[config.mk]
export PLATFORM = sky130hd
export DESIGN_NAME = rgb32_to_nv12_converter_core
export DESIGN_NICKNAME = d
export VERILOG_FILES = /design/src/rgbnv_pkg.sv /design/src/rgbnv_ctl.sv /design/src/rgbnv_csc.sv /design/src/rgbnv_out.sv /design/src/rgb32_to_nv12_converter_core.sv
export SDC_FILE = /design/constraint.sdc
export NUM_CORES = 2
export LEC_CHECK = 0
export ABC_AREA = 1
export BUFFER_PORTS_ARGS = -buffer_cell sky130_fd_sc_hd__buf_4
export CORE_ASPECT_RATIO = 2
export CORE_UTILIZATION = 55
export CTS_CLUSTER_SIZE = 8
export DETAILED_ROUTE_END_ITERATION = 12
export GPL_TIMING_DRIVEN = 0
export PLACE_DENSITY = 0.72
export SETUP_SLACK_MARGIN = 0.02
export SYNTH_ARGS = -nofsm -noshare
export SYNTH_HDL_FRONTEND = slang
export SYNTH_SLANG_ARGS = --single-unit
[constraint.sdc]
create_clock -name aclk -period 8.1 [get_ports aclk]
set_input_delay 1.62 -clock aclk [delete_from_list [all_inputs] [get_ports aclk]]
set_output_delay 1.62 -clock aclk [all_outputs]
set_load 0.01 [all_outputs]
[src/rgbnv_pkg.sv]
// ----------------------------------------------------------------------------
// rgbnv_pkg
// Shared types and constants for the BGRA to NV12 converter core.
// ----------------------------------------------------------------------------
`default_nettype none

package rgbnv_pkg;

    localparam int CFG_DATA_W   = 14;
    localparam int CFG_INDEX_W  = 2;
    localparam int WIDTH_W      = 13;
    localparam int HEIGHT_W     = 13;
    localparam int STRIDE_W     = 14;
    localparam int COLOR_W      = 8;
    localparam int SUM_W        = 17;

    localparam logic [CFG_INDEX_W-1:0] CFG_IDX_WIDTH  = 2'd0;
    localparam logic [CFG_INDEX_W-1:0] CFG_IDX_HEIGHT = 2'd1;
    localparam logic [CFG_INDEX_W-1:0] CFG_IDX_STRIDE = 2'd2;

    localparam logic [WIDTH_W-1:0]  RST_FRAME_WIDTH  = 13'd640;
    localparam logic [HEIGHT_W-1:0] RST_FRAME_HEIGHT = 13'd480;
    localparam logic [STRIDE_W-1:0] RST_OUT_STRIDE   = 14'd640;

    // BT.601 integer coefficients (chroma terms as magnitudes)
    localparam logic [SUM_W-1:0] K_Y_R   = 17'd66;
    localparam logic [SUM_W-1:0] K_Y_G   = 17'd129;
    localparam logic [SUM_W-1:0] K_Y_B   = 17'd25;
    localparam logic [SUM_W-1:0] K_U_R   = 17'd38;
    localparam logic [SUM_W-1:0] K_U_G   = 17'd74;
    localparam logic [SUM_W-1:0] K_U_B   = 17'd112;
    localparam logic [SUM_W-1:0] K_V_R   = 17'd112;
    localparam logic [SUM_W-1:0] K_V_G   = 17'd94;
    localparam logic [SUM_W-1:0] K_V_B   = 17'd18;
    localparam logic [SUM_W-1:0] K_ROUND = 17'd128;
    // rounding plus 128 offset pre-shifted into bits [15:8]
    localparam logic [SUM_W-1:0] K_UV_BIAS = 17'd32896;
    localparam logic [COLOR_W-1:0] Y_OFFSET = 8'd16;

    typedef struct packed {
        logic [WIDTH_W-1:0]  frame_width;
        logic [HEIGHT_W-1:0] frame_height;
        logic [STRIDE_W-1:0] out_stride;
    } cfg_t;

    typedef struct packed {
        logic produce;
        logic chroma;
        logic eof;
    } pos_flags_t;

endpackage

`default_nettype wire

[src/rgbnv_ctl.sv]
// ----------------------------------------------------------------------------
// rgbnv_ctl
// Configuration registers and raster position counters.
// ----------------------------------------------------------------------------
`default_nettype none

module rgbnv_ctl
    import rgbnv_pkg::*;
#(
    parameter int MAX_DIMENSION = 4096,
    parameter int CNT_W = 12,
    parameter int DIM_W = 13
) (
    input  wire logic                   aclk,
    input  wire logic                   aresetn,
    input  wire logic                   cfg_valid,
    output logic                        cfg_ready,
    input  wire logic [CFG_INDEX_W-1:0] cfg_index,
    input  wire logic [CFG_DATA_W-1:0]  cfg_data,
    input  wire logic                   pixel_accept,
    output logic [CNT_W-1:0]            row,
    output logic [CNT_W-1:0]            col,
    output pos_flags_t                  flags,
    output logic [DIM_W-1:0]            chroma_base,
    output logic [STRIDE_W-1:0]         stride
);

    localparam logic [CFG_DATA_W-1:0] MAX_CMP = CFG_DATA_W'(MAX_DIMENSION);

    cfg_t             cfg_reg, cfg_next;
    logic [CNT_W-1:0] col_reg, col_next;
    logic [CNT_W-1:0] row_reg, row_next;
    logic [DIM_W-1:0] w_clamp, h_clamp, w_even, h_even;
    logic [DIM_W-1:0] col_inc, row_inc;
    logic             empty;
    logic             cfg_write;

    assign cfg_ready = 1'b1;
    assign cfg_write = cfg_valid && cfg_ready;

    assign w_clamp = (CFG_DATA_W'(cfg_reg.frame_width) > MAX_CMP) ?
                     DIM_W'(MAX_DIMENSION) : DIM_W'(cfg_reg.frame_width);
    assign h_clamp = (CFG_DATA_W'(cfg_reg.frame_height) > MAX_CMP) ?
                     DIM_W'(MAX_DIMENSION) : DIM_W'(cfg_reg.frame_height);
    assign w_even  = {w_clamp[DIM_W-1:1], 1'b0};
    assign h_even  = {h_clamp[DIM_W-1:1], 1'b0};
    assign empty   = (w_even == '0) || (h_even == '0);

    assign col_inc = DIM_W'(col_reg) + DIM_W'(1);
    assign row_inc = DIM_W'(row_reg) + DIM_W'(1);

    assign row           = row_reg;
    assign col           = col_reg;
    assign flags.produce = !empty && (DIM_W'(row_reg) < h_even);
    assign flags.chroma  = row_reg[0] && !col_reg[0];
    assign flags.eof     = (row_inc == h_even) && (col_inc == w_even);
    assign chroma_base   = h_clamp;
    assign stride        = cfg_reg.out_stride;

    always_comb begin
        cfg_next = cfg_reg;
        col_next = col_reg;
        row_next = row_reg;
        if (cfg_write) begin
            unique case (cfg_index)
                CFG_IDX_WIDTH: begin
                    cfg_next.frame_width = cfg_data[WIDTH_W-1:0];
                    col_next = '0;
                    row_next = '0;
                end
                CFG_IDX_HEIGHT: begin
                    cfg_next.frame_height = cfg_data[HEIGHT_W-1:0];
                    col_next = '0;
                    row_next = '0;
                end
                CFG_IDX_STRIDE: begin
                    cfg_next.out_stride = cfg_data;
                    col_next = '0;
                    row_next = '0;
                end
                default: begin
                end
            endcase
        end else if (pixel_accept) begin
            if (empty) begin
                col_next = '0;
                row_next = '0;
            end else if (col_inc >= w_even) begin
                col_next = '0;
                row_next = (row_inc >= h_clamp) ? '0 : row_inc[CNT_W-1:0];
            end else begin
                col_next = col_inc[CNT_W-1:0];
            end
        end
    end

    always_ff @(posedge aclk) begin
        if (!aresetn) begin
            cfg_reg.frame_width  <= RST_FRAME_WIDTH;
            cfg_reg.frame_height <= RST_FRAME_HEIGHT;
            cfg_reg.out_stride   <= RST_OUT_STRIDE;
            col_reg              <= '0;
            row_reg              <= '0;
        end else begin
            cfg_reg <= cfg_next;
            col_reg <= col_next;
            row_reg <= row_next;
        end
    end

    a_col_in_range: assert property (@(posedge aclk) disable iff (!aresetn)
        (col_reg == '0) || (DIM_W'(col_reg) < w_even))
        else $error("column counter outside row");

    a_row_in_range: assert property (@(posedge aclk) disable iff (!aresetn)
        (row_reg == '0) || (DIM_W'(row_reg) < h_clamp))
        else $error("row counter outside frame");

    a_cfg_restart: assert property (@(posedge aclk) disable iff (!aresetn)
        (cfg_write && (cfg_index == CFG_IDX_WIDTH || cfg_index == CFG_IDX_HEIGHT ||
                       cfg_index == CFG_IDX_STRIDE))
        |=> (col_reg == '0 && row_reg == '0))
        else $error("register write did not restart frame");

endmodule

`default_nettype wire

[src/rgbnv_csc.sv]
// ----------------------------------------------------------------------------
// rgbnv_csc
// Input register, BT.601 color conversion and plane address arithmetic.
// ----------------------------------------------------------------------------
`default_nettype none

module rgbnv_csc
    import rgbnv_pkg::*;
#(
    parameter int CNT_W = 12,
    parameter int DIM_W = 13,
    parameter int ADDRESS_BITS = 26
) (
    input  wire logic                    aclk,
    input  wire logic                    aresetn,
    input  wire logic                    pix_valid,
    output logic                         pix_ready,
    input  wire logic [COLOR_W-1:0]      blue,
    input  wire logic [COLOR_W-1:0]      green,
    input  wire logic [COLOR_W-1:0]      red,
    input  wire logic [CNT_W-1:0]        row,
    input  wire logic [CNT_W-1:0]        col,
    input  wire pos_flags_t              flags,
    input  wire logic [DIM_W-1:0]        chroma_base,
    input  wire logic [STRIDE_W-1:0]     stride,
    output logic                         res_valid,
    input  wire logic                    res_ready,
    output logic [ADDRESS_BITS-1:0]      luma_addr,
    output logic [COLOR_W-1:0]           luma_val,
    output logic [ADDRESS_BITS-1:0]      chroma_addr,
    output logic [2*COLOR_W-1:0]         chroma_val,
    output logic                         has_chroma,
    output logic                         eof
);

    localparam int LPROD_W = CNT_W + STRIDE_W;
    localparam int CBASE_W = DIM_W + 1;
    localparam int CPROD_W = CBASE_W + STRIDE_W;

    logic                 valid_reg, valid_next;
    logic [COLOR_W-1:0]   blue_reg, green_reg, red_reg;
    logic [CNT_W-1:0]     row_reg, col_reg;
    logic                 chroma_reg, eof_reg;
    logic                 load;
    logic [SUM_W-1:0]     r_ext, g_ext, b_ext;
    logic [SUM_W-1:0]     y_sum, u_sum, v_sum;
    logic [CBASE_W-1:0]   cbase;
    logic [LPROD_W-1:0]   luma_prod;
    logic [CPROD_W-1:0]   chroma_prod;

    assign pix_ready  = !valid_reg || res_ready;
    assign load       = pix_valid && pix_ready;
    assign valid_next = load ? flags.produce : (valid_reg && !res_ready);

    always_ff @(posedge aclk) begin
        if (!aresetn) begin
            valid_reg <= 1'b0;
        end else begin
            valid_reg <= valid_next;
        end
    end

    always_ff @(posedge aclk) begin
        if (load) begin
            blue_reg   <= blue;
            green_reg  <= green;
            red_reg    <= red;
            row_reg    <= row;
            col_reg    <= col;
            chroma_reg <= flags.chroma;
            eof_reg    <= flags.eof;
        end
    end

    assign r_ext = SUM_W'(red_reg);
    assign g_ext = SUM_W'(green_reg);
    assign b_ext = SUM_W'(blue_reg);

    assign y_sum = K_Y_R * r_ext + K_Y_G * g_ext + K_Y_B * b_ext + K_ROUND;
    assign u_sum = K_U_B * b_ext + K_UV_BIAS - K_U_R * r_ext - K_U_G * g_ext;
    assign v_sum = K_V_R * r_ext + K_UV_BIAS - K_V_G * g_ext - K_V_B * b_ext;

    assign cbase       = CBASE_W'(chroma_base) + CBASE_W'(row_reg[CNT_W-1:1]);
    assign luma_prod   = LPROD_W'(row_reg) * LPROD_W'(stride);
    assign chroma_prod = CPROD_W'(cbase) * CPROD_W'(stride);

    assign res_valid   = valid_reg;
    assign luma_addr   = ADDRESS_BITS'(luma_prod + LPROD_W'(col_reg));
    assign luma_val    = y_sum[15:8] + Y_OFFSET;
    assign chroma_addr = ADDRESS_BITS'(chroma_prod + CPROD_W'(col_reg));
    assign chroma_val  = {v_sum[15:8], u_sum[15:8]};
    assign has_chroma  = chroma_reg;
    assign eof         = eof_reg;

    a_hold_stalled: assert property (@(posedge aclk) disable iff (!aresetn)
        (valid_reg && !res_ready)
        |=> (valid_reg && $stable(row_reg) && $stable(col_reg) && $stable(red_reg)))
        else $error("stalled pixel lost or changed");

    a_eof_no_chroma: assert property (@(posedge aclk) disable iff (!aresetn)
        (valid_reg && eof_reg) |-> !chroma_reg)
        else $error("end of frame on chroma pixel");

endmodule

`default_nettype wire

[src/rgbnv_out.sv]
// ----------------------------------------------------------------------------
// rgbnv_out
// Result register; sends the luma result and then the optional chroma pair.
// ----------------------------------------------------------------------------
`default_nettype none

module rgbnv_out
    import rgbnv_pkg::*;
#(
    parameter int ADDRESS_BITS = 26,
    parameter int TDATA_W = 48
) (
    input  wire logic                    aclk,
    input  wire logic                    aresetn,
    input  wire logic                    res_valid,
    output logic                         res_ready,
    input  wire logic [ADDRESS_BITS-1:0] luma_addr,
    input  wire logic [COLOR_W-1:0]      luma_val,
    input  wire logic [ADDRESS_BITS-1:0] chroma_addr,
    input  wire logic [2*COLOR_W-1:0]    chroma_val,
    input  wire logic                    has_chroma,
    input  wire logic                    eof,
    output logic                         m_tvalid,
    input  wire logic                    m_tready,
    output logic [TDATA_W-1:0]           m_tdata,
    output logic                         m_tlast,
    output logic [1:0]                   m_tuser
);

    logic                    luma_v_reg, luma_v_next;
    logic                    chroma_v_reg, chroma_v_next;
    logic [ADDRESS_BITS-1:0] luma_addr_reg, chroma_addr_reg;
    logic [COLOR_W-1:0]      luma_val_reg;
    logic [2*COLOR_W-1:0]    chroma_val_reg;
    logic                    eof_reg;
    logic                    xfer, single, load;

    assign xfer      = m_tvalid && m_tready;
    assign single    = luma_v_reg ^ chroma_v_reg;
    assign res_ready = !(luma_v_reg || chroma_v_reg) || (m_tready && single);
    assign load      = res_valid && res_ready;

    always_comb begin
        luma_v_next   = luma_v_reg;
        chroma_v_next = chroma_v_reg;
        if (load) begin
            luma_v_next   = 1'b1;
            chroma_v_next = has_chroma;
        end else if (xfer) begin
            if (luma_v_reg) begin
                luma_v_next = 1'b0;
            end else begin
                chroma_v_next = 1'b0;
            end
        end
    end

    always_ff @(posedge aclk) begin
        if (!aresetn) begin
            luma_v_reg   <= 1'b0;
            chroma_v_reg <= 1'b0;
        end else begin
            luma_v_reg   <= luma_v_next;
            chroma_v_reg <= chroma_v_next;
        end
    end

    always_ff @(posedge aclk) begin
        if (load) begin
            luma_addr_reg   <= luma_addr;
            luma_val_reg    <= luma_val;
            chroma_addr_reg <= chroma_addr;
            chroma_val_reg  <= chroma_val;
            eof_reg         <= eof;
        end
    end

    assign m_tvalid   = luma_v_reg || chroma_v_reg;
    assign m_tdata    = luma_v_reg ?
                        TDATA_W'({8'd0, luma_val_reg, luma_addr_reg}) :
                        TDATA_W'({chroma_val_reg, chroma_addr_reg});
    assign m_tlast    = luma_v_reg && eof_reg;
    assign m_tuser[0] = !luma_v_reg;
    assign m_tuser[1] = !(luma_v_reg && chroma_v_reg);

    a_pair_follows: assert property (@(posedge aclk) disable iff (!aresetn)
        (xfer && luma_v_reg && chroma_v_reg) |=> (m_tvalid && m_tuser[0]))
        else $error("chroma pair not sent after its luma");

    a_chroma_tags: assert property (@(posedge aclk) disable iff (!aresetn)
        (m_tvalid && m_tuser[0]) |-> (m_tuser[1] && !m_tlast))
        else $error("chroma transfer with wrong tags");

    a_no_overwrite: assert property (@(posedge aclk) disable iff (!aresetn)
        (luma_v_reg && chroma_v_reg && !m_tready) |=> (luma_v_reg && chroma_v_reg))
        else $error("pending pair overwritten");

endmodule

`default_nettype wire

[src/rgb32_to_nv12_converter_core.sv]
// ----------------------------------------------------------------------------
// rgb32_to_nv12_converter_core
// BGRA pixel stream in raster order to NV12 byte writes (BT.601 luma and
// subsampled U,V pairs) with frame buffer addresses.
// ----------------------------------------------------------------------------
//  channel   direction  content
//  s_*       in         one BGRA pixel per transfer (alpha not carried)
//  m_*       out        one luma byte or one U,V pair write per transfer
//  cfg_*     in         register write: 0 width, 1 height, 2 out stride
//
//  One pixel per cycle on luma-only pixels while the output is not stalled; on odd
//  rows each even-column pixel gives two results, luma then U,V pair, at the output.
//  A pixel passes the input register, then the result register.
//  aresetn is synchronous; it clears counters and restores default registers.
//  s_tready stays high while the result register can take the next pixel.
//  A write to register 0, 1 or 2 restarts the frame at row 0, column 0.
// ----------------------------------------------------------------------------
`default_nettype none

module rgb32_to_nv12_converter_core
    import rgbnv_pkg::*;
#(
    parameter int MAX_DIMENSION = 4096,
    parameter int ADDRESS_BITS = 26
) (
    input  wire logic                    aclk,
    input  wire logic                    aresetn,
    input  wire logic                    s_tvalid,
    output logic                         s_tready,
    // [7:0] blue, [15:8] green, [23:16] red
    input  wire logic [23:0]             s_tdata,
    output logic                         m_tvalid,
    input  wire logic                    m_tready,
    // [ADDRESS_BITS-1:0] write_address, next 16 bits write_value, zero pad
    output logic [((ADDRESS_BITS+16+7)/8)*8-1:0] m_tdata,
    output logic                         m_tlast,
    // [0] is_chroma, [1] last_of_item
    output logic [1:0]                   m_tuser,
    input  wire logic                    cfg_valid,
    output logic                         cfg_ready,
    input  wire logic [CFG_INDEX_W-1:0]  cfg_index,
    input  wire logic [CFG_DATA_W-1:0]   cfg_data
);

    localparam int CNT_W   = $clog2(MAX_DIMENSION);
    localparam int DIM_W   = $clog2(MAX_DIMENSION + 1);
    localparam int TDATA_W = ((ADDRESS_BITS + 16 + 7) / 8) * 8;

    logic [CNT_W-1:0]        row, col;
    pos_flags_t              flags;
    logic [DIM_W-1:0]        chroma_base;
    logic [STRIDE_W-1:0]     stride;
    logic                    res_valid, res_ready;
    logic [ADDRESS_BITS-1:0] luma_addr, chroma_addr;
    logic [COLOR_W-1:0]      luma_val;
    logic [2*COLOR_W-1:0]    chroma_val;
    logic                    has_chroma, eof;

    rgbnv_ctl #(
        .MAX_DIMENSION (MAX_DIMENSION),
        .CNT_W         (CNT_W),
        .DIM_W         (DIM_W)
    ) u_ctl (
        .aclk         (aclk),
        .aresetn      (aresetn),
        .cfg_valid    (cfg_valid),
        .cfg_ready    (cfg_ready),
        .cfg_index    (cfg_index),
        .cfg_data     (cfg_data),
        .pixel_accept (s_tvalid && s_tready),
        .row          (row),
        .col          (col),
        .flags        (flags),
        .chroma_base  (chroma_base),
        .stride       (stride)
    );

    rgbnv_csc #(
        .CNT_W        (CNT_W),
        .DIM_W        (DIM_W),
        .ADDRESS_BITS (ADDRESS_BITS)
    ) u_csc (
        .aclk        (aclk),
        .aresetn     (aresetn),
        .pix_valid   (s_tvalid),
        .pix_ready   (s_tready),
        .blue        (s_tdata[7:0]),
        .green       (s_tdata[15:8]),
        .red         (s_tdata[23:16]),
        .row         (row),
        .col         (col),
        .flags       (flags),
        .chroma_base (chroma_base),
        .stride      (stride),
        .res_valid   (res_valid),
        .res_ready   (res_ready),
        .luma_addr   (luma_addr),
        .luma_val    (luma_val),
        .chroma_addr (chroma_addr),
        .chroma_val  (chroma_val),
        .has_chroma  (has_chroma),
        .eof         (eof)
    );

    rgbnv_out #(
        .ADDRESS_BITS (ADDRESS_BITS),
        .TDATA_W      (TDATA_W)
    ) u_out (
        .aclk        (aclk),
        .aresetn     (aresetn),
        .res_valid   (res_valid),
        .res_ready   (res_ready),
        .luma_addr   (luma_addr),
        .luma_val    (luma_val),
        .chroma_addr (chroma_addr),
        .chroma_val  (chroma_val),
        .has_chroma  (has_chroma),
        .eof         (eof),
        .m_tvalid    (m_tvalid),
        .m_tready    (m_tready),
        .m_tdata     (m_tdata),
        .m_tlast     (m_tlast),
        .m_tuser     (m_tuser)
    );

endmodule

`default_nettype wire

; ---- Word-level counts from Yosys, hierarchy flattened
; Cells that the tools add are included.
[totals]
register_bits = 194
inputBits = 45
output_inout_bits = 54
word_cells = 111
[op_classes]
addsub = 15
multipliers = 11
n_lt_le_gt_ge = 5
eq_ne = 6
n_mux = 19
bitwise = 1
n_reduce_logical = 34
[op_table]
columns = operator, count
row1 = 12-bit two-way mux, 10
row2 = 16-bit subtractor, 4
row3 = 26-bit by 12-bit adder with 26-bit output, 2
row4 = "6-bit by 8-bit multiplier with 14-bit output, first input constant", 3
row5 = 42-bit two-way mux, 1
row6 = 16-bit adder, 2
row7 = "16-bit adder, second input constant", 2
row8 = "12-bit by 1-bit adder with 13-bit output, second input constant", 2
row9 = 13-bit equality test, 2
row10 = 13-bit greater-or-equal comparator, 2
row11 = "13-bit > comparator, second input constant", 2
row12 = 13-bit logical NOT, 2
row13 = 12-bit by 14-bit multiplier with 26-bit output, 1
row14 = 14-bit by 14-bit multiplier with 26-bit output, 1
row15 = "5-bit by 8-bit multiplier with 13-bit output, first input constant", 2
row16 = 13-bit two-way mux, 2
row17 = "3-bit by 8-bit multiplier with 11-bit output, first input constant", 2
row18 = "16-bit by 8-bit adder with 16-bit output, second input constant", 1
row19 = "8-bit by 8-bit multiplier with 16-bit output, first input constant", 1
row20 = 13-bit by 11-bit adder with 14-bit output, 1
row21 = 12-bit by 13-bit less-than comparator with 1-bit output, 1
row22 = "4-bit by 8-bit multiplier with 12-bit output, first input constant", 1
row23 = 1-bit logical AND, 10
row24 = 2-bit AND reduction, 5
row25 = 13 further kinds, 29

; ---- Longest topological paths before layout
[depth]
ltp_word = 8
ltp_mapped = 39
depth_no_buf = 39

; ---- Hierarchy
; From an unflattened synthesis, not the netlist that was laid out.
[hier_totals]
hier_cells = 3510
hier_area_um2 = 29335.6
[by_module_without_submodules]
columns = mod, n_inst, cells_each, area_per_inst_um2
row1 = rgbnv_csc, 1, 2631, 21954.8
row2 = rgbnv_ctl, 1, 642, 4325.4
row3 = rgbnv_out, 1, 235, 3047.9
row4 = rgb32_to_nv12_converter_core, 1, 2, 7.5

; ---- Least setup slack after synthesis
; Ideal clock, no wire load.
[synth_timing]
kind = register -> register
startpoint = register u_ctl.cfg_reg[19] (netlist name)
endpoint = register u_out.chroma_addr_reg[19] (data pin)
setup_time_ns = 0.265
t_arrival_ns = 6.589
setup_slack_ns = 1.246
stages_incl_launch_ff = 34
synth_period_minus_slack_ns = 6.854
path_cell_list = dfxtp_1 -> nor2_1 -> nand3_1 -> inv_1 -> nand3_1 -> nand2_1 -> inv_1 -> nor2_1 -> ha_1 -> a21oi_1 -> o21ai_1 -> nand2_1 -> nand3_1 -> or2_2 -> clkbuf_1 -> nand2_2 -> nor2_1 -> fa_1 -> inv_1 -> fa_1 -> inv_1 -> fa_1 -> inv_1 -> fa_1 -> inv_1 -> fa_1 -> fa_1 -> ha_1 -> a21o_1 -> a21boi_0 -> nand3_1 -> a21oi_1 -> o21ai_0 -> xor2_1
[synth_via]
elab_chain_cells = 5
[synth_lines]
columns = item, line
row1 = start: declaration, rgbnv_ctl.sv:30  ; cfg_t cfg_reg, cfg_next;
row2 = start signal: assignment, rgbnv_ctl.sv:105  ; cfg_reg <= cfg_next;
row3 = 13-bit > comparator, rgbnv_ctl.sv:43  ; assign h_clamp = (CFG_DATA_W'(cfg_reg.frame_height) > MAX_CMP) ?
row4 = 13-bit two-way mux (*), rgbnv_ctl.sv:43
row5 = 13-bit by 11-bit adder with 14-bit output (*), rgbnv_csc.sv:83  ; assign cbase = CBASE_W'(chroma_base) + CBASE_W'(row_reg[CNT_W-1:1]);
row6 = 14-bit by 14-bit multiplier with 26-bit output (*), rgbnv_csc.sv:85  ; assign chroma_prod = CPROD_W'(cbase) * CPROD_W'(stride);
row7 = 26-bit by 12-bit adder with 26-bit output (*), rgbnv_csc.sv:90  ; assign chroma_addr = ADDRESS_BITS'(chroma_prod + CPROD_W'(col_reg));
row8 = net chroma_addr[19], rgb32_to_nv12_converter_core.sv:54  ; logic [ADDRESS_BITS-1:0] luma_addr, chroma_addr;
row9 = end signal: assignment, rgbnv_out.sv:72  ; chroma_addr_reg <= chroma_addr;
row10 = end: declaration, rgbnv_out.sv:32  ; logic [ADDRESS_BITS-1:0] luma_addr_reg, chroma_addr_reg;
; Mark *: on every way through the listed nets, which the timed path passes. The rest lies on a longest branch.
; A chain may end at the register's enable or synchronous reset.

; ---- Final worst setup path
[layout_timing]
startpoint = register u_ctl.cfg_reg[19] (netlist name)
endpoint = register u_out.chroma_addr_reg[25] (data pin)
; The elaborated chain is that of the path after synthesis.

==> results.md <==
- HPWL Detailed: 75.8 mm
- Worst slew pin tran: 1.26 ns
- Crit path max fanout: 10
- Final wirelength: 90.3 mm
- Worst Setup End Kind: flip-flop
- Finish-stage setup viols: 0
- Share of cells above drive strength 1: 5.70%
- Die width: 165 um
- Initial Util: 55.6%
- CTS Buffer Depth: 2
- Clock transition at the registers of the reported paths: 0.09 ns
- Clk root buf: clkbuf_16
- Required time worst endpoint: 8.32 ns
- Reg2Reg Depth: 34
- Sequential element share of the synthesized area: 17.6%
- Outcome: finished, violations left
- Tcrit/Tclk final: approximately 96%
- Core area: 0.0527 mm2
- DRC Markers: 28
- Cell variety after synth: 51
- Htree depth: 4
- Mean routed wirelength per cell: ~21 um
- Die Area: ~0.054 mm2
- Die height: approximately 330 um
- Vias: 24300
- First-pass GRT wire length: about 140 mm
- FF-to-FF setup slack: 0.34 ns
- CTS tree: yes
- Largest net degree at the start of global routing: 38
- Layout Skew: roughly 0.024 ns
- Final hold slack: approximately 0.43 ns
- Clk_lat worst skew: 0.49 ns
- GP Congestion: 1.04
- Synthesized area per cell: 8.21 um2
- First-pass DRT Iterations: 10
- Drt via density: 5.53
- Fmax: 0.129 GHz
- PD cells: roughly 360 mW/mm2
- Worst Hold Path EP: u_out.eof_reg
- Worst r2r src: u_ctl.cfg_reg[19]
- Synth Cell Area: 0.0293 mm2
- Crit-path leading delay family: adder cells
- Ys async rst share: 0%
- Yosys top cell area share: 24.9%
- Area grow syn2layout: 8.59%
- Crit path launch type: flip-flop
- RR Endpoint: u_out.chroma_addr_reg[25]
- Vias in the first global route: 25800
- Overflow after GRT: 0
- Worst Path Buf+Inv: 7
- Final Util: 60.4%
- Gr usage total: 35.1%
- Final net count: 4554
- Hold_buf cts: 0
- Max_cap viols: 0
- Pleak: approximately 17 nW
- CP most frequent cell: fa_1
- CTS buffer count: 17
- Crit path kind: reg2reg
- Tightest Hold Check Type: reg2reg
- Num ports: 99
- Initial antenna violation count: 2
- Final Max Slew Viols: 0
- Max incr delay on CP: around 0.54 ns
- Most common cell in the netlist: inv_1
- Hold Fails Final Rpt: 0
- Failing checks: DRC
- Hold-critical path depth: 0
- RSZ-0062 raised after global routing: false
- Row count: 119
- Beginning of the worst hold path: u_csc.eof
- Rel. slew slack: 15.8%
- CP arrival: between 7 and 8 ns
- Antenna Nets Post-Route: 0
- Synth area leader: fa_1
- Port Buffers: 89
- Leading cell types by count after synthesis: inv_1, nand2_1, ha_1
- Crit path max-delay cell type: fa_1
- Top post-synthesis cells by area: fa_1, ha_1, edfxtp_1, inv_1, nand2_1
- Top_reg_cell synth: edfxtp_1
- Drt initial violations: 1365
- Count of flip-flops with a built-in enable after synthesis: ~130
- VDD IR max: 702 uV
- Fin Setup TNS: 0 ns
- Synthesized instance count: roughly 3600
- Number of synthesized register bits: 194
- Warnings, synthesis: 0
- Sink Count: ~190
- Post-layout min period: 7.76 ns
==> per-stage QoR <==
step / power, mW / std cells / instance area, um2 / setup slack, ns
final: 11.3 / 4385 / 31800 / 0.345
after global routing: 12.5 / 4384 / 31800 / 0.0471
after CTS: 11.3 / 4380 / 31600 / 0.0874
after detailed placement: 10.3 / 4348 / 31000 / -0.0723
after global placement: 10.2 / 4344 / 30900 / -0.0376
after floorplan: 7.96 / 3590 / 29400 / 1.25
==> timing repair <==
action                     CTS  global route
pin swaps                    0             2
buffers inserted             0             5
gates cloned                 0             0
setup endpoints to repair    2            14
gates resized for setup      3            37
==> worst max-delay path by stage <==
| stage | from | to | cells past startpoint |
|---|---|---|---|
| finish | u_ctl.cfg_reg[19] | u_out.chroma_addr_reg[25] | 34 |
| global route | u_ctl.cfg_reg[19] | u_out.chroma_addr_reg[23] | 36 |
| CTS | u_ctl.cfg_reg[19] | u_out.chroma_addr_reg[23] | 34 |
| detailed placement | u_ctl.cfg_reg[19] | u_out.chroma_addr_reg[19] | 28 |
| global placement | u_ctl.cfg_reg[19] | u_out.chroma_addr_reg[19] | 28 |
| floorplan | u_ctl.cfg_reg[19] | u_out.chroma_addr_reg[19] | 33 |
==> routing by layer <==
| metal | wire (um) | track usage, % |
|---|---|---|
| met1 | 25800 | 28.3 |
| met2 | 47900 | 65.0 |
| met4 | 11500 | 37.4 |
| met3 | 5100 | 7.34 |
| met5 | 0 | 0 |
==> report_power, final <==
group | total (mW) | leakage [nW] | switching, mW | internal (mW)
clock network | 0.931 | 0.303 | 0.502 | 0.429
logic | 8.61 | 15.0 | 5.33 | 3.28
registers | 1.80 | 1.76 | 0.148 | 1.66
==> final cells by class <==
cell class	count	area [um2]
Buffer	86	390
Tap cell	665	832
Timing Repair Buffer	98	793
Multi-Input combinational cell	2518	21100
Clock inverter	15	193
Fill cell	4837	20900
Sequential cell	194	5160
Clock buffer	17	425
Antenna cell	1	2.50
Inverter	791	2970
==> layout by cell type, fill, tap and decap left out, types with 85 or more instances in the layout <==
cell	netlist	routed
inv_1	776	774
ha_1	439	436
nand3_1	127	125
nand2_1	752	749
fa_1	364	364
xor2_1	91	85
nor2_1	255	248
buf_4	10	103
edfxtp_1	127	127
a21oi_1	182	179
o21ai_0	88	87
==> kinds of logic after synthesis <==
| logic type | count (synthesis) | share of synthesized area (%) |
|---|---|---|
| AND/OR/NAND/NOR | 1233 | 17.2 |
| buffers and inverters | 878 | 11.5 |
| other | 2 | 0.0256 |
| AO/OA/AOI/OAI | 323 | 5.95 |
| adder cells (fa/ha/maj) | 803 | 43.6 |
| XOR/XNOR | 140 | 4.21 |
| flip-flops | 194 | 17.6 |
Note: power is estimated with default switching activity, not from simulation.
